**config.mk**
```make
export PLATFORM = sky130hd
export DESIGN_NAME = pulse_period_tachometer
export DESIGN_NICKNAME = d
export VERILOG_FILES = /design/src/hdl/ppt_pkg.sv /design/src/hdl/ppt_ctrl.sv /design/src/hdl/ppt_datapath.sv /design/src/hdl/pulse_period_tachometer.sv
export SDC_FILE = /design/constraint.sdc
export NUM_CORES = 1
export LEC_CHECK = 0
export BUFFER_PORTS_ARGS = -buffer_cell sky130_fd_sc_hd__buf_4
export CORE_UTILIZATION = 53
export CTS_BUF_LIST = sky130_fd_sc_hd__clkbuf_16
export DETAILED_ROUTE_END_ITERATION = 10
export PLACE_DENSITY_LB_ADDON = 0.15
export SYNTH_ARGS = -nofsm -noshare
export SYNTH_HDL_FRONTEND = slang
export SYNTH_SLANG_ARGS = --single-unit
```
**constraint.sdc**
```tcl
create_clock -name i_clk -period 3.8 [get_ports i_clk]
set_clock_uncertainty 0.15 [all_clocks]
set_input_delay 0 -clock i_clk [delete_from_list [all_inputs] [get_ports i_clk]]
set_output_delay 0 -clock i_clk [all_outputs]
set_load 0.01 [all_outputs]
```
**src/hdl/ppt_pkg.sv**
```systemverilog
// Shared types and constants of the pulse period tachometer.
// Used by the controller, the datapath and the top level; depends on nothing.
package ppt_pkg;

    localparam int TIME_W = 32;
    localparam int RPM_W  = 26;

    // Numerator of the speed division: microseconds in one minute.
    localparam logic [RPM_W-1:0]  RPM_NUMERATOR = 26'd60000000;
    localparam logic [TIME_W-1:0] TIMEOUT_RESET = 32'd200000;

    // One quotient bit is produced per divider step.
    localparam int DIV_STEPS = RPM_W;
    localparam int CNT_W     = $clog2(DIV_STEPS);

    // Configuration port: word-addressed registers.
    localparam int ADDR_W = 3;
    localparam logic REG_TIMEOUT = 1'b0;

    typedef enum logic {
        OP_PULSE = 1'b0,
        OP_QUERY = 1'b1
    } t_opcode;

    // Commands from the controller to the datapath.
    typedef struct packed {
        logic pulse;     // record a pulse timestamp
        logic query;     // evaluate a query and set up the divider
        logic step;      // one restoring division step
        logic load_out;  // move the finished reading to the output register
    } t_dp_cmd;

endpackage

```
**src/hdl/ppt_ctrl.sv**
```systemverilog
// Controller of the pulse period tachometer: sequences queries through the divider.
// Depends on ppt_pkg.
module ppt_ctrl (
    input  logic            i_clk,
    input  logic            i_rst_n,
    input  logic            i_in_valid,
    input  logic            i_in_query,
    output logic            o_in_ready,
    input  logic            i_out_ready,
    output logic            o_out_valid,
    output ppt_pkg::t_dp_cmd o_cmd
);
    import ppt_pkg::*;

    typedef enum logic [1:0] {
        S_IDLE,
        S_DIV,
        S_LOAD
    } t_state;

    t_state           r_state;
    t_state           n_state;
    logic [CNT_W-1:0] r_cnt;
    logic [CNT_W-1:0] n_cnt;
    logic             r_out_valid;
    logic             n_out_valid;
    logic             w_in_xfer;
    logic             w_out_free;

    localparam logic [CNT_W-1:0] LAST_STEP = CNT_W'(DIV_STEPS - 1);

    assign o_in_ready  = (r_state == S_IDLE);
    assign o_out_valid = r_out_valid;
    assign w_in_xfer   = i_in_valid && o_in_ready;
    assign w_out_free  = !r_out_valid || i_out_ready;

    // Next state and datapath commands.
    always_comb begin
        n_state     = r_state;
        n_cnt       = r_cnt;
        n_out_valid = r_out_valid;
        o_cmd       = '0;
        if (r_out_valid && i_out_ready) begin
            n_out_valid = 1'b0;
        end
        case (r_state)
            S_IDLE: begin
                if (w_in_xfer) begin
                    if (i_in_query) begin
                        o_cmd.query = 1'b1;
                        n_cnt       = '0;
                        n_state     = S_DIV;
                    end else begin
                        o_cmd.pulse = 1'b1;
                    end
                end
            end
            S_DIV: begin
                o_cmd.step = 1'b1;
                n_cnt      = r_cnt + 1'b1;
                if (r_cnt == LAST_STEP) begin
                    n_state = S_LOAD;
                end
            end
            S_LOAD: begin
                // Wait until the output register is empty or being emptied.
                if (w_out_free) begin
                    o_cmd.load_out = 1'b1;
                    n_out_valid    = 1'b1;
                    n_state        = S_IDLE;
                end
            end
            default: begin
                n_state = S_IDLE;
            end
        endcase
    end

    // State, step counter and output valid flag.
    always_ff @(posedge i_clk) begin
        if (!i_rst_n) begin
            r_state     <= S_IDLE;
            r_cnt       <= '0;
            r_out_valid <= 1'b0;
        end else begin
            r_state     <= n_state;
            r_cnt       <= n_cnt;
            r_out_valid <= n_out_valid;
        end
    end

endmodule

```
**src/hdl/ppt_datapath.sv**
```systemverilog
// Datapath of the pulse period tachometer: pulse state, timeout checks,
// radix-2 restoring divider and output register. Depends on ppt_pkg.
module ppt_datapath (
    input  logic                      i_clk,
    input  logic                      i_rst_n,
    input  ppt_pkg::t_dp_cmd          i_cmd,
    input  logic [ppt_pkg::TIME_W-1:0] i_time_us,
    input  logic                      i_cfg_we,
    input  logic [ppt_pkg::TIME_W-1:0] i_cfg_wdata,
    output logic [ppt_pkg::TIME_W-1:0] o_timeout_us,
    output logic [ppt_pkg::TIME_W-1:0] o_interval_us,
    output logic [ppt_pkg::RPM_W-1:0]  o_speed_rpm,
    output logic                      o_reading_valid
);
    import ppt_pkg::*;

    logic [TIME_W-1:0] r_timeout;
    logic [TIME_W-1:0] r_last_pulse;
    logic [TIME_W-1:0] r_held;
    logic              r_have_pulse;
    logic              r_have_int;

    logic [TIME_W-1:0] r_div;
    logic              r_nonzero;
    logic [TIME_W-1:0] r_rem;
    logic [RPM_W-1:0]  r_quot;

    logic [TIME_W-1:0] r_out_interval;
    logic [RPM_W-1:0]  r_out_rpm;
    logic              r_out_flag;

    logic [TIME_W-1:0] w_delta;
    logic              w_fresh;
    logic [TIME_W-1:0] w_reported;
    logic [TIME_W:0]   w_trial;
    logic              w_fits;
    logic [TIME_W-1:0] n_rem;
    logic [RPM_W-1:0]  n_quot;

    // Gap or age since the last pulse, modulo 2^32, against the timeout.
    assign w_delta    = i_time_us - r_last_pulse;
    assign w_fresh    = (w_delta < r_timeout);
    assign w_reported = (r_have_int && w_fresh) ? r_held : '0;

    // One restoring division step: bring down the next numerator bit.
    always_comb begin
        w_trial = {r_rem, r_quot[RPM_W-1]};
        w_fits  = (w_trial >= {1'b0, r_div});
        if (w_fits) begin
            n_rem = TIME_W'(w_trial - {1'b0, r_div});
        end else begin
            n_rem = w_trial[TIME_W-1:0];
        end
        n_quot = {r_quot[RPM_W-2:0], w_fits};
    end

    // Configuration and pulse state.
    always_ff @(posedge i_clk) begin
        if (!i_rst_n) begin
            r_timeout    <= TIMEOUT_RESET;
            r_last_pulse <= '0;
            r_held       <= '0;
            r_have_pulse <= 1'b0;
            r_have_int   <= 1'b0;
        end else begin
            if (i_cfg_we) begin
                r_timeout <= i_cfg_wdata;
            end
            if (i_cmd.pulse) begin
                if (r_have_pulse && w_fresh) begin
                    r_held     <= w_delta;
                    r_have_int <= 1'b1;
                end
                r_last_pulse <= i_time_us;
                r_have_pulse <= 1'b1;
            end else if (i_cmd.query && r_have_int && !w_fresh) begin
                r_have_int <= 1'b0;
            end
        end
    end

    // Divider registers: the quotient register starts with the numerator and
    // fills with quotient bits from the bottom as numerator bits leave the top.
    always_ff @(posedge i_clk) begin
        if (i_cmd.query) begin
            r_div     <= w_reported;
            r_nonzero <= (w_reported != '0);
            r_rem     <= '0;
            r_quot    <= RPM_NUMERATOR;
        end else if (i_cmd.step) begin
            r_rem  <= n_rem;
            r_quot <= n_quot;
        end
    end

    // Output register; a zero interval reports zero speed and not valid.
    always_ff @(posedge i_clk) begin
        if (i_cmd.load_out) begin
            r_out_interval <= r_div;
            r_out_rpm      <= r_nonzero ? r_quot : '0;
            r_out_flag     <= r_nonzero;
        end
    end

    assign o_timeout_us    = r_timeout;
    assign o_interval_us   = r_out_interval;
    assign o_speed_rpm     = r_out_rpm;
    assign o_reading_valid = r_out_flag;

endmodule

```
**src/hdl/pulse_period_tachometer.sv**
```systemverilog
// Pulse period tachometer. A pulse item (tuser 0) is accepted back to back.
// A query item (tuser 1) holds the input while it checks the pulse age, runs
// 26 steps of the radix-2 restoring divider that forms 60000000 / interval
// one quotient bit per cycle, and loads the output register; the load waits
// while an earlier reading is still held at the output, which stretches the
// query by the length of that stall. The input is then ready again, and
// pulses are taken while a reading still waits at the output. A pulse gap at
// or beyond timeout_us (byte address 0, reset 200000) is not taken as an
// interval and leaves the held one as it was; a query whose last pulse is
// that old clears the interval. An invalid or zero interval reads as 0, 0
// with tuser low.
// Depends on ppt_pkg, ppt_ctrl and ppt_datapath.
module pulse_period_tachometer (
    input  logic                        i_clk,
    input  logic                        i_rst_n,
    // Input stream.
    input  logic                        i_s_axis_tvalid,
    output logic                        o_s_axis_tready,
    input  logic [31:0]                 i_s_axis_tdata,  // [31:0] time_us
    input  logic [0:0]                  i_s_axis_tuser,  // [0] opcode
    // Output stream.
    output logic                        o_m_axis_tvalid,
    input  logic                        i_m_axis_tready,
    output logic [63:0]                 o_m_axis_tdata,  // [31:0] interval_us, [57:32] speed_rpm
    output logic [0:0]                  o_m_axis_tuser,  // [0] reading_valid
    // Configuration port.
    input  logic                        psel,
    input  logic                        penable,
    input  logic                        pwrite,
    input  logic [ppt_pkg::ADDR_W-1:0]  paddr,
    input  logic [31:0]                 pwdata,
    output logic [31:0]                 prdata,
    output logic                        pready
);
    import ppt_pkg::*;

    t_dp_cmd           w_cmd;
    logic              w_cfg_we;
    logic [TIME_W-1:0] w_timeout;
    logic [TIME_W-1:0] w_interval;
    logic [RPM_W-1:0]  w_rpm;
    logic              w_flag;

    // Register access: one word register, decoded on the word address.
    assign pready   = 1'b1;
    assign w_cfg_we = psel && penable && pwrite && pready && (paddr[2] == REG_TIMEOUT);
    assign prdata   = (paddr[2] == REG_TIMEOUT) ? w_timeout : '0;

    ppt_ctrl u_ctrl (
        .i_clk       (i_clk),
        .i_rst_n     (i_rst_n),
        .i_in_valid  (i_s_axis_tvalid),
        .i_in_query  (i_s_axis_tuser[0] == OP_QUERY),
        .o_in_ready  (o_s_axis_tready),
        .i_out_ready (i_m_axis_tready),
        .o_out_valid (o_m_axis_tvalid),
        .o_cmd       (w_cmd)
    );

    ppt_datapath u_dp (
        .i_clk           (i_clk),
        .i_rst_n         (i_rst_n),
        .i_cmd           (w_cmd),
        .i_time_us       (i_s_axis_tdata),
        .i_cfg_we        (w_cfg_we),
        .i_cfg_wdata     (pwdata),
        .o_timeout_us    (w_timeout),
        .o_interval_us   (w_interval),
        .o_speed_rpm     (w_rpm),
        .o_reading_valid (w_flag)
    );

    // Pack the reading; the top bits of the data word are padding.
    assign o_m_axis_tdata = {6'b0, w_rpm, w_interval};
    assign o_m_axis_tuser = w_flag;

endmodule

```
==> summary.txt, run 1 <==
Routing
  • DRT Pass-1 Iters: 5
  • Final wirelength: 38.1 mm
  • # DRC: 0
  • Wire length per cell: 16.5 um
  • 1st-iter DRT viols: 816
  • Post-route ant nets: 0
  • DR vias/cell: 5.38
  • Vias: 12,400

Global routing
  • Pin count of the biggest net entering global routing: 107
  • Initial antenna violation count: 0
  • Grt ovf: 0
  • GRT Total Usage: 0.276
  • Vias in the first global route: 12,400
  • First-pass GRT wire length: 59.3 mm

Worst hold path
  • Hold path depth: 7
  • HP Class: input port to register

Run status
  • Status: finished with violations
  • Failing checks: setup timing

Finish
  • Non-Filler Instances: 2,301
  • Final instance area: 19,300 sq um
  • Final #Nets: 2,123
  • Share of cells above drive strength 1: 0.215
  • Layout area overhead: 39.3%
  • N_diodes: 0

Place
  • Placement Cell Area: 16,100 sq um
  • GP Congestion: 0.905
  • Dpl cells: 2,047
  • Post-DP HPWL: 22.8 mm
  • Port bufs: 165

Die
  • Horiz. Die Dim: 164 um
  • Core ar.: 25,400 sq um
  • Row Count: 58
  • Die Y: 164 um
  • Area of the die: 26,800 sq um
  • I/O Pins: 175
  • Initial cell density of the core: 0.545

Logic synthesis
  • Area leader, netlist: dfxtp_1
  • Seq/Total Area, Yosys: 0.437
  • Distinct cells, synth: 68
  • Main flop type after synthesis: dfxtp_1
  • Post-synth EDFFs: 92
  • Synth async-reset ratio: 0
  • Synth warn: 0
  • Top-area cell type share of the netlist area: 0.237
  • Post-Syn Area per Cell: 9.15 sq um
  • Synth Register Bits: 256
  • Synth cell count leaders: nand2_1 (218), dfxtp_1 (164), inv_1 (109)
  • Most common cell in the netlist: nand2_1
  • Mapped Area: 13,800 sq um
  • Synth top area cells: dfxtp_1 (24%), edfxtp_1 (20%), ha_1 (8.7%)
  • Post-Synthesis Cells: 1,514

STA
  • Setup ws final: -556 ps
  • Final hold vios: 0
  • Setup TNS: -32,330 ps
  • Slew headroom: 0.374
  • WHS: 49.4 ps
  • Finish-stage setup viols: 66
  • Min Tclk post-route: 4360 ps
  • Part of the cycle the worst path needs: 1.15
  • Worst slew pin tran: 940 ps
  • Unrepaired setup endpoints after global routing: true
  • Slew Viols, Final: 0
  • Fmax: 0.230 GHz

Worst setup path
  • Critical Path AT: 4630 ps
  • Worst path max stage delay: 410 ps
  • Worst path slowest cell: o21ai_0
  • WS Path Type: register to register
  • CP startpoint kind: register
  • CP required: 4070 ps
  • Crit-path max FO: 7
  • Worst setup EP type: register
  • Cell Chain, Critical Path: inv_2 > ha_4 > o21ai_0 > nand2_1 > o2111ai_1 > and2_1 > nor2b_1 > o21ai_0 > nand2b_1 > xor2_1 > ha_1 > nand2_1 > nor2_1 > a211oi_1 > a21oi_1 > o31a_1 > nor3_2 > and4_4 > buf_12 > buf_16 > mux2i_2 > nor2b_1
  • Worst R2R Path Depth: 22

CTS
  • CTS max path bufs: 3
  • CTS Root Buffer Type: clkbuf_16
  • Clock insertion delay at the later pin of the skew report: 540 ps
  • Num Clock Sinks: 256
  • Number of CTS-inserted buffers: 27
  • CTS tree: built
  • H-tree levels: 1
  • Clock-pin slew on the worst setup and hold paths: 60 ps

Pwr
  • Pwr Density: 455 nW/um^2
  • Static Leak: 8.16 nW
  • Maximum VDD drop: 0.415 mV

Run
  • Number of max-cap violations: 0
==> repair_timing <==
action	in CTS	in global routing
gates resized for setup	32	36
buffers inserted	23	11
cloned	4	0
hold buffers	170	0
endpoints found under the hold margin	113	0
endpoints found under the setup margin	66	66
pin swaps	44	23
==> metal layers <==
layer	vias up	part of all wire	global-route usage
li1	6106	-	-
met1	5818	0.43	0.333
met2	364	0.50	0.504
met3	97	0.044	0.0300
met4	0	0.031	0.0964
met5	-	0	0
==> critical path: cells and delay by family, from the launching register on <==
| family | cells | cell delay, ps |
|---|---|---|
| multiplexers | 1 | 220 |
| AND/OR/NAND/NOR | 9 | 1130 |
| XOR/XNOR | 1 | 230 |
| buffers and inverters | 3 | 320 |
| AO/OA/AOI/OAI | 6 | 1320 |
| flip-flops | 1 | 350 |
| adder cells (fa/ha/maj) | 2 | 520 |
==> sequential cells by signal, indices dropped and copies added (netlist names) <==
| name | count |
|---|---|
| u_dp.r_held | 32 |
| u_dp.o_reading_valid | 1 |
| u_dp.r_div | 32 |
| u_ctrl.o_out_valid | 1 |
| u_ctrl.r_state | 2 |
| u_dp.r_have_int | 1 |
| u_dp.r_last_pulse | 32 |
| u_dp.o_timeout_us | 32 |
| u_dp.o_interval_us | 32 |
| u_ctrl.r_cnt | 5 |
| u_dp.r_nonzero | 1 |
| u_dp.r_rem | 32 |
| u_dp.o_speed_rpm | 26 |
| u_dp.r_quot | 26 |
| u_dp.r_have_pulse | 1 |
==> final cells by class <==
class                      count  area [sq um]
multi-input combinational   1080          7450
clock inverter                23           191
clock buffer                  27           676
inverter                     110           413
sequential                   256          6060
tap                          330           413
timing repair buffer         475          4090
fill                        1668          6110
==> final timing paths <==
kind / slack (ps) / end / start
max reg2reg: -560 / u_dp.r_held[20] / u_dp.r_last_pulse[5]
min reg2reg: 300 / u_dp.o_interval_us[7] / u_dp.r_div[7]
max: -560 / u_dp.r_held[20] / u_dp.r_last_pulse[5]
min: 50 / u_dp.r_held[8] / i_s_axis_tdata[7]
==> kinds of logic (layout without fill, tap and decap cells) <==
family	count (synthesis)	in the layout	synth area share
compound gates	357	357	0.165
xor+xnor	62	62	0.0392
fa+ha+maj	98	98	0.0896
buf+inv	183	635	0.0555
flops	256	256	0.437
mux	54	54	0.0398
other cells	2	7	0.000542
simple gates	502	502	0.173
==> cells in the final DEF (no fill, tap or decap), types with 6 or more instances in the layout <==
cell             n
dfxtp_1        156
and2_1          64
edfxtp_1        92
a211oi_1         9
xor2_1          20
o21ai_0         58
nor4_1           8
clkbuf_16       27
mux2i_1         50
a21o_1          25
o21ai_1         10
a31oi_1          9
nor3_1          12
inv_2            7
o21a_1          16
nand4_1         17
nand3_1         31
conb_1           7
inv_1          110
and3_1           7
ha_1            86
ha_4            10
nor2b_1         37
buf_4          296
nand2b_1         9
nor2_1          68
a21oi_2          7
dlygate4sd3_1  170
a211o_1          7
a21oi_1         96
xnor2_1         40
a21boi_0        59
clkinv_1         6
nand2_1        215
dfxtp_2          8
o211ai_1        17
==> report_power, final <==
| group | switching (mW) | leakage [nW] | internal [mW] |
|---|---|---|---|
| Sequential | 0.169 | 2.19 | 3.08 |
| Clock | 1.08 | 0.450 | 1.49 |
| Combinational | 1.51 | 5.52 | 1.44 |
| Total | 2.76 | 8.16 | 6.02 |
==> per-stage QoR <==
step / power (mW) / setup slack (ps) / utilization
floorplan: 5.25 / -99.7 / -
global placement: 5.88 / -309 / 0.634
detailed placement: 5.94 / -417 / 0.634
CTS: 8.71 / -381 / 0.752
global route: 9.27 / -734 / 0.759
finish: 8.78 / -556 / 0.759
Note: power is estimated with default switching activity, not from simulation.
==> run 2, diff against run 1 <==
--- a/config.mk
+++ b/config.mk
@@ -12,4 +12,5 @@
 export PLACE_DENSITY_LB_ADDON = 0.15
 export SYNTH_ARGS = -nofsm -noshare
 export SYNTH_HDL_FRONTEND = slang
+export SYNTH_HIERARCHICAL = 1
 export SYNTH_SLANG_ARGS = --single-unit
==> run 2 against run 1 <==
The run still ends with setup timing left. Critical path type unchanged. Global-route usage fell by 2.1 points. Final area down 3.8%. Power rose by 2.7%. Flip-flop and latch count unchanged. Register-to-register slack worse by 130 ps. Largest power group unchanged. Setup slack worse by 130 ps.
==> summary.txt, run 2 <==
Run status
  • Status: finished with violations
  • Failing checks: setup timing

Global routing
  • Grt ovf: 0
  • First-pass GRT wire length: 55.7 mm
  • Global route hottest layer: met2
  • GR Util met1: 0.330
  • Met3 Resource Use GR: 0.0309
  • Pin count of the biggest net entering global routing: 50
  • GRT Total Usage: 0.255
  • Vias in the first global route: 11,400
  • Met2 usage: 0.443
  • Initial antenna violation count: 0

Routing
  • DRT Pass-1 Iters: 5
  • Wire length per cell: 16.1 um
  • # DRC: 0
  • 1st-iter DRT viols: 689
  • Vias: 12,000
  • DR vias/cell: 5.44
  • Post-route ant nets: 0
  • Final wirelength: 35.3 mm

STA
  • Slew headroom: 0.280
  • Slew Viols, Final: 0
  • Finish-stage setup viols: 66
  • Setup TNS: -37,730 ps
  • Part of the cycle the worst path needs: 1.18
  • Worst slew pin tran: 1080 ps
  • Min Tclk post-route: 4490 ps
  • Fmax: 0.223 GHz
  • Final hold vios: 0
  • Unrepaired setup endpoints after global routing: true
  • Setup ws final: -690 ps

Logic synthesis
  • Post-Synthesis Cells: 1,508
  • Main combinational cell family by area after synthesis: simple AND/OR/NAND/NOR gates
  • Most common cell in the netlist: dfxtp_1
  • Area leader, netlist: dfxtp_1
  • Xor-xnor portion of the synthesized cell area: 0.0344
  • Mapped Area: 14,000 sq um
  • Post-synthesis mux area share: 0.0664
  • Post-Syn Area per Cell: 9.29 sq um
  • Main flop type after synthesis: dfxtp_1
  • Adder-cell area share of the yosys netlist: 0.0886
  • Complex-gate fraction of the synthesized area: 0.151
  • Seq/Total Area, Yosys: 0.432
  • Synth warn: 6
  • Post-synth EDFFs: 92
  • Fraction of the mapped netlist area in simple logic gates: 0.170
  • Distinct cells, synth: 74
  • Synth cell count leaders: dfxtp_1 (164), nor2_1 (138), nand2_1 (126)
  • Synth top area cells: dfxtp_1 (23%), edfxtp_1 (20%), ha_1 (8.6%)
  • Synth Register Bits: 256
  • Synth async-reset ratio: 0
  • Top-area cell type share of the netlist area: 0.234

Place
  • Dpl cells: 2,046
  • Post-DP HPWL: 24.3 mm
  • GP Congestion: 0.927
  • Port bufs: 165

Worst setup path
  • Crit path buf inv count: 2
  • CP startpoint kind: register
  • Family with the most delay on the worst path: simple AND/OR/NAND/NOR gates
  • Worst path slowest cell: fa_1
  • WS Path Type: register to register
  • CP required: 4070 ps
  • Reg-to-Reg Start: u_dp/r_last_pulse[0]
  • Crit-path max FO: 5
  • Worst path max stage delay: 420 ps
  • Worst setup path start: u_dp/r_last_pulse[0]
  • Cell Chain, Critical Path: ha_2 > fa_1 > nor2b_1 > o21ai_2 > a21oi_2 > o21ai_2 > a21oi_2 > nor3_1 > a221o_1 > nand2_1 > xor2_1 > ha_1 > nand4_1 > or2_4 > o221a_4 > nand4_1 > buf_4 > buf_4 > nor3_1 > mux2i_1 > nand2_1
  • Worst setup EP type: register
  • Critical Path AT: 4760 ps

Finish
  • Multi-input gate area: 7610 sq um
  • FILL cells: 1,928
  • Most common cell after layout, fill and taps aside: buf_4
  • Layout area overhead: 32.5%
  • Most frequent cells in the layout: buf_4 (280), dfxtp_1 (162), nor2_1 (135)
  • FF+latch area: 6050 sq um
  • Non-Filler Instances: 2,199
  • Share of cells above drive strength 1: 0.243
  • Final #Nets: 2,015
  • N_diodes: 0

Die
  • Initial cell density of the core: 0.539
  • Row Count: 59
  • Area of the die: 27,100 sq um
  • Horiz. Die Dim: 165 um
  • Die Y: 165 um
  • I/O Pins: 175
  • Core ar.: 26,000 sq um

Run
  • Number of max-cap violations: 0

Pwr
  • Static Leak: 7.94 nW
  • Maximum VDD drop: 0.499 mV
  • Pwr Density: 486 nW/um^2
  • Design Power: 9.02 mW

Worst hold path
  • Hold Startpoint: i_s_axis_tdata[18]
  • HP Class: input port to register

CTS
  • Clock insertion delay at the later pin of the skew report: 540 ps
  • Clock-pin slew on the worst setup and hold paths: 60 ps
  • CTS tree: built
  • Number of CTS-inserted buffers: 28
  • H-tree levels: 1
  • Num Clock Sinks: 256
  • CTS max path bufs: 3
  • CTS Root Buffer Type: clkbuf_16
==> run 2: cell count changes after synthesis, moves of 12 or more <==
cell,previous run,this run
nand2_1,218,126
nor2_1,68,138
a21boi_0,60,3
mux2i_1,52,93
and2_1,66,30
and3_1,8,41
a21o_1,25,38
a21oi_1,103,90
inv_1,109,122
xnor2_1,41,29
==> run 2: final cells by class <==
type | instances | area share
clock inverters | 23 | 0.00715
clock buffers | 29 | 0.0391
inverters | 123 | 0.0255
repair buffers | 376 | 0.170
multi-input cells | 1057 | 0.410
flip-flops and latches | 256 | 0.326
well taps | 335 | 0.0226
==> run 2: logic make-up (layout without fill, tap and decap cells) <==
| group | Yosys count | after routing |
|---|---|---|
| and+or+nand+nor | 487 | 487 |
| AOI/OAI and AO/OA | 317 | 317 |
| DFF | 256 | 256 |
| buffers and inverters | 200 | 551 |
| adders and majority gates | 98 | 98 |
| muxes | 93 | 93 |
| xor gates and xnor gates | 55 | 55 |
| other | 2 | 7 |
==> run 2: metal layers <==
layer  up-vias  part of all wire
met5         -                 0
met4         0             0.027
met3        64             0.052
met2       323              0.48
met1      5608              0.44
li1       5962                 -
==> run 2: power breakdown <==
| group | internal, mW | switching [mW] |
|---|---|---|
| Combinational | 1.46 | 1.77 |
| Clock | 1.44 | 1.08 |
| Sequential | 3.08 | 0.187 |
| Total | 5.98 | 3.03 |
==> run 2: final timing paths <==
| kind | slack [ps] | to | depth (start not counted) |
|---|---|---|---|
| setup / recovery | -690 | u_dp/r_held[22] | 21 |
| hold / removal | 70 | u_dp/r_held[18] | 7 |
| setup reg to reg | -690 | u_dp/r_held[22] | 21 |
| hold reg to reg | 310 | u_dp/o_interval_us[31] | 0 |
==> run 2: worst register-to-register path: stages (launching register included) <==
cell and delay (ps):
dfxtp_1 310, ha_2 200, fa_1 420, nor2b_1 200
o21ai_2 90, a21oi_2 180, o21ai_2 120, a21oi_2 190
nor3_1 110, a221o_1 350, nand2_1 120, xor2_1 100
ha_1 330, nand4_1 130, or2_4 290, o221a_4 220
nand4_1 160, buf_4 170, buf_4 110, nor3_1 40
mux2i_1 270, nand2_1 100
==> run 2: repair_timing <==
action,in CTS,in global routing
hold buffers,77,0
resized for setup,85,47
setup buffers,11,8
hold endpoints to repair,90,0
pin swaps,25,30
cloned,5,1
endpoints found under the setup margin,66,66
==> run 2: metrics by stage <==
stage | cell area [sq um] | util | setup WS, ps | hold WS [ps]
after global placement | 16200 | 0.624 | -519 | 70.5
after CTS | 18300 | 0.704 | -523 | 34.2
final | 18600 | 0.714 | -690 | 70.1
after detailed placement | 16200 | 0.624 | -642 | 76.5
after global routing | 18600 | 0.714 | -839 | 112
after floorplan | 14100 | - | -314 | -104
==> run 3, diff against run 2 <==
--- a/config.mk
+++ b/config.mk
@@ -6,6 +6,7 @@
 export NUM_CORES = 1
 export LEC_CHECK = 0
 export BUFFER_PORTS_ARGS = -buffer_cell sky130_fd_sc_hd__buf_4
+export CORE_ASPECT_RATIO = 1.4
 export CORE_UTILIZATION = 53
 export CTS_BUF_LIST = sky130_fd_sc_hd__clkbuf_16
 export DETAILED_ROUTE_END_ITERATION = 10
==> run 3 against run 2 <==
The flow still finishes with violations (setup timing). Hold slack got worse by 25 ps. Clock power fell by 8.7%. Register-to-register slack improved by 80 ps. Power fell by 2.3%. Final area fell by 0.36%. Critical path depth did not move. Die area barely moved. Routed wire length fell by 0.35%. Global-route usage rose by 0.17 points. Count of clock-buffer cells in the layout fell by 4. Fmax rose by 1.7%. Utilization fell by 0.33 points. Critical path type unchanged. Largest cell class unchanged.
==> summary.txt, run 3 (synthesized netlist as in run 2, its figures left out) <==
Die
  • Initial cell density of the core: 0.539
  • Horiz. Die Dim: 139 um
  • Die Y: 194 um
  • Row Count: 70
  • Area of the die: 27,100 sq um
  • Core ar.: 26,000 sq um
  • I/O Pins: 175

Worst setup path
  • Crit path buf inv count: 3
  • Worst setup EP type: register
  • Cell Chain, Critical Path: inv_2 > ha_4 > nor2b_4 > o21a_1 > a311o_1 > a21oi_2 > o31a_1 > o21a_1 > buf_6 > o2111ai_4 > nor2b_4 > xnor2_2 > ha_1 > nand4_1 > or2_4 > o221a_4 > and2_2 > buf_12 > a21oi_2 > nand2b_1 > a21oi_1
  • Worst path slowest cell: a311o_1
  • Worst path max stage delay: 350 ps
  • CP startpoint kind: register
  • Worst R2R Path Depth: 21
  • Worst setup path start: u_dp/r_last_pulse[1]
  • WS Path Type: register to register
  • Worst flop-to-flop path endpoint: u_dp/r_have_int
  • Family with the most delay on the worst path: compound AO/OA/AOI/OAI gates
  • Reg-to-Reg Start: u_dp/r_last_pulse[1]
  • FF-to-FF setup slack: -610 ps
  • Crit-path max FO: 18
  • CP required: 4010 ps
  • Critical Path AT: 4630 ps

Routing
  • Vias: 11,800
  • Wire length per cell: 16.2 um
  • 1st-iter DRT viols: 396
  • # DRC: 0
  • Post-route ant nets: 0
  • DRT Pass-1 Iters: 6
  • DR vias/cell: 5.47
  • Final wirelength: 35.2 mm

Run status
  • Status: finished with violations
  • Failing checks: setup timing

CTS
  • CTS max path bufs: 3
  • Clock insertion delay at the later pin of the skew report: 530 ps
  • Clock-pin slew on the worst setup and hold paths: 70 ps
  • Num Clock Sinks: 256
  • H-tree levels: 1
  • Number of CTS-inserted buffers: 24
  • CTS tree: built
  • CTS Root Buffer Type: clkbuf_16

Pwr
  • Net switching power: 3.00 mW
  • Pwr Density: 476 nW/um^2
  • Maximum VDD drop: 0.365 mV
  • Sw Ratio: 0.341
  • Static Leak: 7.90 nW
  • Gate power share: 0.368
  • Design Power: 8.81 mW
  • Internal power: 5.81 mW
  • Power share of the clock group: 0.261
  • Sequential power share: 0.371

Finish
  • Multi-input gate area: 7700 sq um
  • Most frequent cells in the layout: buf_4 (268), dfxtp_1 (161), nor2_1 (135)
  • Most common cell after layout, fill and taps aside: buf_4
  • FILL cells: 1,955
  • Fin util: 0.711
  • Layout area overhead: 32.0%
  • FF+latch area: 6050 sq um
  • Final #Nets: 1,998
  • Share of cells above drive strength 1: 0.240
  • N_diodes: 0

Run
  • Number of max-cap violations: 0

STA
  • Final hold vios: 0
  • Finish-stage setup viols: 66
  • Part of the cycle the worst path needs: 1.16
  • Setup ws final: -614 ps
  • Slew headroom: 0.268
  • WHS: 44.8 ps
  • Unrepaired setup endpoints after global routing: true
  • Min Tclk post-route: 4410 ps
  • Slew Viols, Final: 0
  • Worst slew pin tran: 1100 ps
  • Fmax: 0.227 GHz

Global routing
  • First-pass GRT wire length: 57.0 mm
  • Grt ovf: 0
  • GRT Total Usage: 0.257
  • Initial antenna violation count: 0
  • Vias in the first global route: 11,900
  • Pin count of the biggest net entering global routing: 52

Place
  • Post-DP HPWL: 24.7 mm
  • Port bufs: 165
  • Place WS: -668 ps
  • GP Congestion: 0.965

Worst hold path
  • Hold Path Sink: u_dp/r_held[9]
  • Hold Startpoint: i_s_axis_tdata[9]
  • Hold path depth: 7
  • HP Class: input port to register
[run 3: changes by cell type in the layout (fill, tap and decap cells not counted), moves of 4 or more]
cell,before,now
inv_1,125,121
buf_4,280,268
nand2_2,17,6
a21oi_1,63,57
buf_6,11,6
nand2_4,9,20
ha_4,2,6
ha_1,93,89
inv_2,8,4
a21oi_2,28,33
[run 3: worst max-delay path by stage]
stage                           end  slack, ps  cells after the start
finish              u_dp/r_have_int       -610                     21
global route        u_dp/r_held[29]       -760                     23
CTS                 u_dp/r_held[31]       -530                     20
detailed placement  u_dp/r_held[10]       -670                     20
global placement    u_dp/r_held[10]       -550                     20
floorplan           u_dp/r_held[31]       -310                     20
[run 3: power groups by stage]
stage / Clock (mW) / Combinational [mW] / Sequential, mW
2_1_floorplan: 0 / 2.17 / 3.27
3_3_place_gp: 0 / 2.93 / 3.31
3_5_place_dp: 0 / 2.99 / 3.32
4_1_cts: 2.36 / 3.14 / 3.26
5_1_grt: 2.46 / 3.58 / 3.29
6_report: 2.30 / 3.24 / 3.26
[run 3: metrics by stage]
| step | TNS, ps | std cells | area, sq um |
|---|---|---|---|
| after floorplan | -10500 | 1513 | 14100 |
| after global placement | -30690 | 2025 | 16100 |
| after detailed placement | -38380 | 2025 | 16100 |
| after CTS | -29050 | 2157 | 18100 |
| after global routing | -44360 | 2167 | 18500 |
| final | -36190 | 2167 | 18500 |
[run 3: worst reg2reg max path: stages (launching register included)]
cell,delay (ps)
dfxtp_2,330
inv_2,40
ha_4,200
nor2b_4,120
o21a_1,170
a311o_1,350
a21oi_2,230
o31a_1,260
o21a_1,200
buf_6,120
o2111ai_4,110
nor2b_4,180
xnor2_2,130
ha_1,320
nand4_1,130
or2_4,270
o221a_4,220
and2_2,230
buf_12,160
a21oi_2,140
nand2b_1,120
a21oi_1,70
[run 3: repair_timing]
action | 4_1_cts | 5_1_grt
endpoints found under the hold margin | 92 | 0
endpoints found under the setup margin | 66 | 66
buffers inserted | 7 | 9
cloned | 4 | 2
pin swaps | 27 | 42
hold buffers | 77 | 0
gates resized for setup | 86 | 53
[run 3: cell type report]
cell class | count | area share
repair buffers | 363 | 0.169
flip-flops and latches | 256 | 0.327
multi-input cells | 1057 | 0.416
clock inverters | 19 | 0.00676
well taps | 324 | 0.0219
inverters | 123 | 0.0256
clock buffers | 25 | 0.0338
[run 3: layer usage]
metal | vias up | wire length, um | global-route usage
li1 | 5927 | - | -
met1 | 5590 | 14000 | 0.282
met2 | 260 | 18800 | 0.496
met3 | 69 | 1190 | 0.0281
met4 | 0 | 1200 | 0.0996
met5 | - | 0 | 0
